**src/rtl/spsr_pkg.sv**
```systemverilog
// Shared types and constants for the sorted posting search/remove block.
// Field widths, op and status codes, register indexes, control/status structs.
// No dependencies.
package spsr_pkg;

   localparam int STORE_DEPTH_DEFAULT = 1024;

   localparam int OP_W       = 2;
   localparam int KEY_W      = 32;
   localparam int ENTRY_W    = 3 * KEY_W;
   localparam int STATUS_W   = 3;
   localparam int HIT_W      = 10;
   localparam int LEFT_W     = 11;
   localparam int CSR_IDX_W  = 1;
   localparam int CSR_DATA_W = 1;

   typedef logic [OP_W-1:0]     op_type;
   typedef logic [STATUS_W-1:0] status_type;

   localparam op_type OP_LOAD  = 2'd0;
   localparam op_type OP_FIND  = 2'd1;
   localparam op_type OP_CLEAR = 2'd2;

   localparam status_type ST_LOADED  = 3'd0;
   localparam status_type ST_REMOVED = 3'd1;
   localparam status_type ST_MISSING = 3'd2;
   localparam status_type ST_FULL    = 3'd3;
   localparam status_type ST_CLEARED = 3'd4;

   localparam logic [CSR_IDX_W-1:0] CSR_USE_SECTION  = 1'b0;
   localparam logic [CSR_IDX_W-1:0] CSR_USE_POSITION = 1'b1;

   // controller -> datapath
   typedef struct packed {
      logic capture;
      logic load;
      logic clear;
      logic set_missing;
      logic search_init;
      logic probe;
      logic compare;
      logic shift_step;
      logic remove_done;
      logic publish;
   } dp_cmd_type;

   // datapath -> controller
   typedef struct packed {
      op_type op;
      logic   search_open;
      logic   hit;
      logic   shift_done;
   } dp_stat_type;

endpackage

```
**src/rtl/spsr_ctrl.sv**
```systemverilog
// Sequencer for the posting store: accept, execute, binary-search probes,
// shift-down removal and result hand-off. Depends on spsr_pkg.
module spsr_ctrl (
   input  logic                  clock,
   input  logic                  reset,
   input  logic                  req_valid,
   output logic                  req_stall,
   output logic                  rsp_valid,
   input  logic                  rsp_stall,
   input  spsr_pkg::dp_stat_type dp_stat,
   output spsr_pkg::dp_cmd_type  dp_cmd
);

   import spsr_pkg::*;

   typedef enum logic [5:0] {
      S_IDLE    = 6'b000001,
      S_EXEC    = 6'b000010,
      S_PROBE   = 6'b000100,
      S_COMPARE = 6'b001000,
      S_SHIFT   = 6'b010000,
      S_DONE    = 6'b100000
   } state_type;

   state_type state_ff, state_in;
   logic      rsp_valid_ff, rsp_valid_in;

   always_comb begin
      state_in     = state_ff;
      dp_cmd       = '0;
      req_stall    = 1'b1;
      rsp_valid_in = rsp_valid_ff;
      if (rsp_valid_ff && !rsp_stall) begin
         rsp_valid_in = 1'b0;
      end
      case (state_ff)
         S_IDLE: begin
            req_stall = 1'b0;
            if (req_valid) begin
               dp_cmd.capture = 1'b1;
               state_in       = S_EXEC;
            end
         end
         S_EXEC: begin
            case (dp_stat.op)
               OP_LOAD: begin
                  dp_cmd.load = 1'b1;
                  state_in    = S_DONE;
               end
               OP_FIND: begin
                  dp_cmd.search_init = 1'b1;
                  state_in           = S_PROBE;
               end
               OP_CLEAR: begin
                  dp_cmd.clear = 1'b1;
                  state_in     = S_DONE;
               end
               default: begin
                  dp_cmd.set_missing = 1'b1;
                  state_in           = S_DONE;
               end
            endcase
         end
         S_PROBE: begin
            if (dp_stat.search_open) begin
               dp_cmd.probe = 1'b1;
               state_in     = S_COMPARE;
            end else begin
               dp_cmd.set_missing = 1'b1;
               state_in           = S_DONE;
            end
         end
         S_COMPARE: begin
            dp_cmd.compare = 1'b1;
            state_in       = dp_stat.hit ? S_SHIFT : S_PROBE;
         end
         S_SHIFT: begin
            if (dp_stat.shift_done) begin
               dp_cmd.remove_done = 1'b1;
               state_in           = S_DONE;
            end else begin
               dp_cmd.shift_step = 1'b1;
            end
         end
         S_DONE: begin
            // wait for the output register to free up
            if (!rsp_valid_ff || !rsp_stall) begin
               dp_cmd.publish = 1'b1;
               rsp_valid_in   = 1'b1;
               state_in       = S_IDLE;
            end
         end
         default: begin
            state_in = S_IDLE;
         end
      endcase
   end

   always_ff @(posedge clock) begin
      if (reset) begin
         state_ff     <= S_IDLE;
         rsp_valid_ff <= 1'b0;
      end else begin
         state_ff     <= state_in;
         rsp_valid_ff <= rsp_valid_in;
      end
   end

   assign rsp_valid = rsp_valid_ff;

endmodule

```
**config.mk**
```make
export PLATFORM = sky130hd
export DESIGN_NAME = spsr_ctrl
export DESIGN_NICKNAME = d
export VERILOG_FILES = /design/src/rtl/spsr_pkg.sv /design/src/rtl/spsr_ctrl.sv
export SDC_FILE = /design/constraint.sdc
export NUM_CORES = 1
export LEC_CHECK = 0
export ABC_AREA = 1
export ABC_CLOCK_PERIOD_IN_PS = 1500
export BUFFER_PORTS_ARGS = -buffer_cell sky130_fd_sc_hd__buf_2
export CAP_MARGIN = 20
export CORE_AREA = 3 3 40 42
export DETAILED_ROUTE_END_ITERATION = 12
export DIE_AREA = 0 0 43 45
export SLEW_MARGIN = 20
export SYNTH_ARGS = -nofsm -noshare
export SYNTH_HDL_FRONTEND = slang
export SYNTH_SLANG_ARGS = --single-unit
```
**constraint.sdc**
```tcl
create_clock -name clock -period 1.5 [get_ports clock]
set_input_delay 0.3 -clock clock [delete_from_list [all_inputs] [get_ports clock]]
set_output_delay 0.3 -clock clock [all_outputs]
set_load 0.005 [all_outputs]
```
==> out/results.ini <==
[run_status]
status = finished with violations
violations = setup timing

[drt]
drt_pre_antenna_iters = 4
via_count = 532
viasPerCell = 4.79
route.detailed.drc = 0
wl_per_cell_um = 10.3
initialDrtViolationCount = 9
drtAntennaViolNets = 0
wl_um = 1140

[cts]
clkSlewWorstSetupHoldPaths_ns = 0.06
cts_root_buf = clkbuf_4
cts_sinks = 7
cts_hold_buffers = 0
tritoncts = yes
htree_num_levels = 1
clock_path_buffers = 2
cts_made_buffers = 3
insertion_delay_ns = 0.26

[pwr]
power.density_nw_per_um2 = 707
p_total_w = 0.000466
leakagePower_nw = 0.354
ir_drop_mv = 0.508

[setup_path]
crit_arrival_ns = 1.27
path_class = flip-flop to primary output
cp-end-kind = primary output
ff2ff_setup_slack_ns = 0.21
required_ns = 1.20
reg2reg_from = state_ff[2]$_SDFFE_PP0P_
timing.rr.end = state_ff[5]$_SDFFE_PP0P_
worstSetupEndpoint = dp_cmd[6]
cp_max_fo = 6
rr_worst_depth = 8
crit_start = state_ff[5]$_SDFFE_PP0P_
cp-start-kind = flip-flop

[yosys]
yosys-top-cells-area = dfxtp_1 (30%), nor2_1 (9.6%), nand4_2 (8.0%)
ys_warn_count = 0
synth_top_area_share_pct = 29.8
async_reset_ff_share_pct = 0
synth.largest_area_cell = dfxtp_1
synth_cells = 68
synth_seq_cells = 7
synth_ff_type = dfxtp_1
yosysMostFrequentCell = nor2_1
synth_edf_count = 0
ys_types = 16
syn-cell-area_sq_um = 470
synth_common_cells = nor2_1 (12), inv_1 (9), dfxtp_1 (7), nand2_1 (7), nand3_1 (5)
yosysSeqAreaShare_pct = 29.8
synth_fp_nets = 77
syn_avg_cell_area_sq_um = 6.92

[timing]
finalCriticalPeriod_ns = 1.57
setup_viol = 7
finClkSkew_ns = 0.00607
worstMarginPinSlew_ns = 0.201
rsz0062_at_grt = true
slew_headroom_pct = 86.6
fin_setup_tns_ns = -0.307
min_period_over_period_pct = 105
report.final.slew_viol_count = 0
worst_slack_ns = -0.0681
finalHoldViolCount = 0
fmax_mhz = 638

[finish]
nets = 106
final_cells = 111
drive_above_1_share_pct = 50.0
diodes = 0
areaGrowthSynthToFinish_pct = 40.2

[floorplanning]
initial_core_util_pct = 36.6
ioPinCount = 21
die_y_um = 45
placementRows = 13
die_area_sq_um = 1940
core-area_sq_um = 1280
fp.dieW_um = 43

[global_route]
track_usage_pct = 13.4
grt_pass1_vias = 464
antenna_found_initial = 0
grt_overflow = 0
grt_max_degree = 8
grt_pass1_wl_um = 1880

[job]
max-cap-violations = 0

[place]
portBuffers = 20
dpl.hpwl_um = 873
dp.cells = 102
place.gp.congestion = 0.755

[hold_path]
hold_class = input port to flip-flop

## routing by layer
metal	share of wire (%)	track usage, %	vias to the layer above
li1	-	-	276
met1	40	17.2	232
met2	49	19.5	20
met3	8.5	4.78	4
met4	1.9	7.23	0
met5	0	0	-
## stage by stage
| step | hold WS, ns | setup WS, ns | utilization (%) | area (sq um) |
|---|---|---|---|---|
| 3_3_place_gp | 0.515 | 0.224 | 45.3 | 582 |
| 4_1_cts | 0.287 | -0.0635 | 50.1 | 644 |
| 3_5_place_dp | 0.529 | 0.189 | 45.3 | 582 |
| 2_1_floorplan | 0.369 | 0.344 | - | 470 |
| 6_report | 0.288 | -0.0681 | 51.3 | 659 |
| 5_1_grt | 0.305 | -0.145 | 51.3 | 659 |
## state kept, by name (all words and copies together) (netlist names)
name	count
state_ff	6
rsp_valid	1
## where the power goes
group / switching [W] / leakage [nW] / internal [W] / total, W
Sequential: 0.00000935 / 0.0588 / 0.000193 / 0.000202
Combinational: 0.0000504 / 0.280 / 0.0000357 / 0.0000861
Clock: 0.0000756 / 0.0150 / 0.000102 / 0.000178
## placed cells by master (no fill, tap or decap)
master    netlist  routed
nand3b_1        1       1
nor2_2          4       4
nand2_1         7       7
nor3_2          0       1
clkbuf_4        0       3
nor2_1         12      12
buf_4           1       4
o21ai_0         1       1
buf_6           0       1
nand4_1         2       2
inv_2           3       3
a21oi_1         4       4
nand4_2         3       3
dfxtp_1         7       3
nand3_1         5       5
buf_2           0      20
inv_1           9       9
nand3_2         2       2
clkbuf_1        0       1
dfxtp_2         0       4
nor2_4          3       3
nor3_1          4       3
## cell families after synthesis
group	share of synthesized area (%)
AND/OR/NAND/NOR	53.7
buffers and inverters	11.2
flip-flops	29.8
AO/OA/AOI/OAI	5.32
## layout make-up
| class | count | area, sq um |
|---|---|---|
| sequential | 7 | 145 |
| timing repair buffer | 25 | 141 |
| inverter | 12 | 45.0 |
| clock buffer | 4 | 26.3 |
| fill | 135 | 626 |
| multi-input combinational | 48 | 283 |
| tap | 15 | 18.8 |
## worst min path at each step
stage	startpoint	end	slack, ns	cells after the start
floorplan	reset	rsp_valid$_SDFF_PP0_	0.37	1
global route	dp_stat[1]	state_ff[4]$_SDFFE_PP0P_	0.30	3
CTS	dp_stat[1]	state_ff[4]$_SDFFE_PP0P_	0.29	3
detailed placement	rsp_valid$_SDFF_PP0_	rsp_valid$_SDFF_PP0_	0.53	2
finish	reset	state_ff[4]$_SDFFE_PP0P_	0.29	2
global placement	rsp_valid$_SDFF_PP0_	rsp_valid$_SDFF_PP0_	0.52	2
## repair_timing
action	4_1_cts	5_1_grt
gates resized for setup	3	3
endpoints found under the setup margin	7	11
pin swaps	2	1
setup buffers	4	1
endpoints found under the hold margin	0	0
gates cloned	0	0
## worst max-delay path, cell delays in order (launching register included)
cell and delay [ns]:
dfxtp_1 0.35, nor2_4 0.20, nand3_2 0.16, o21ai_0 0.17
buf_2 0.13
(Power assumes the default switching activity.)
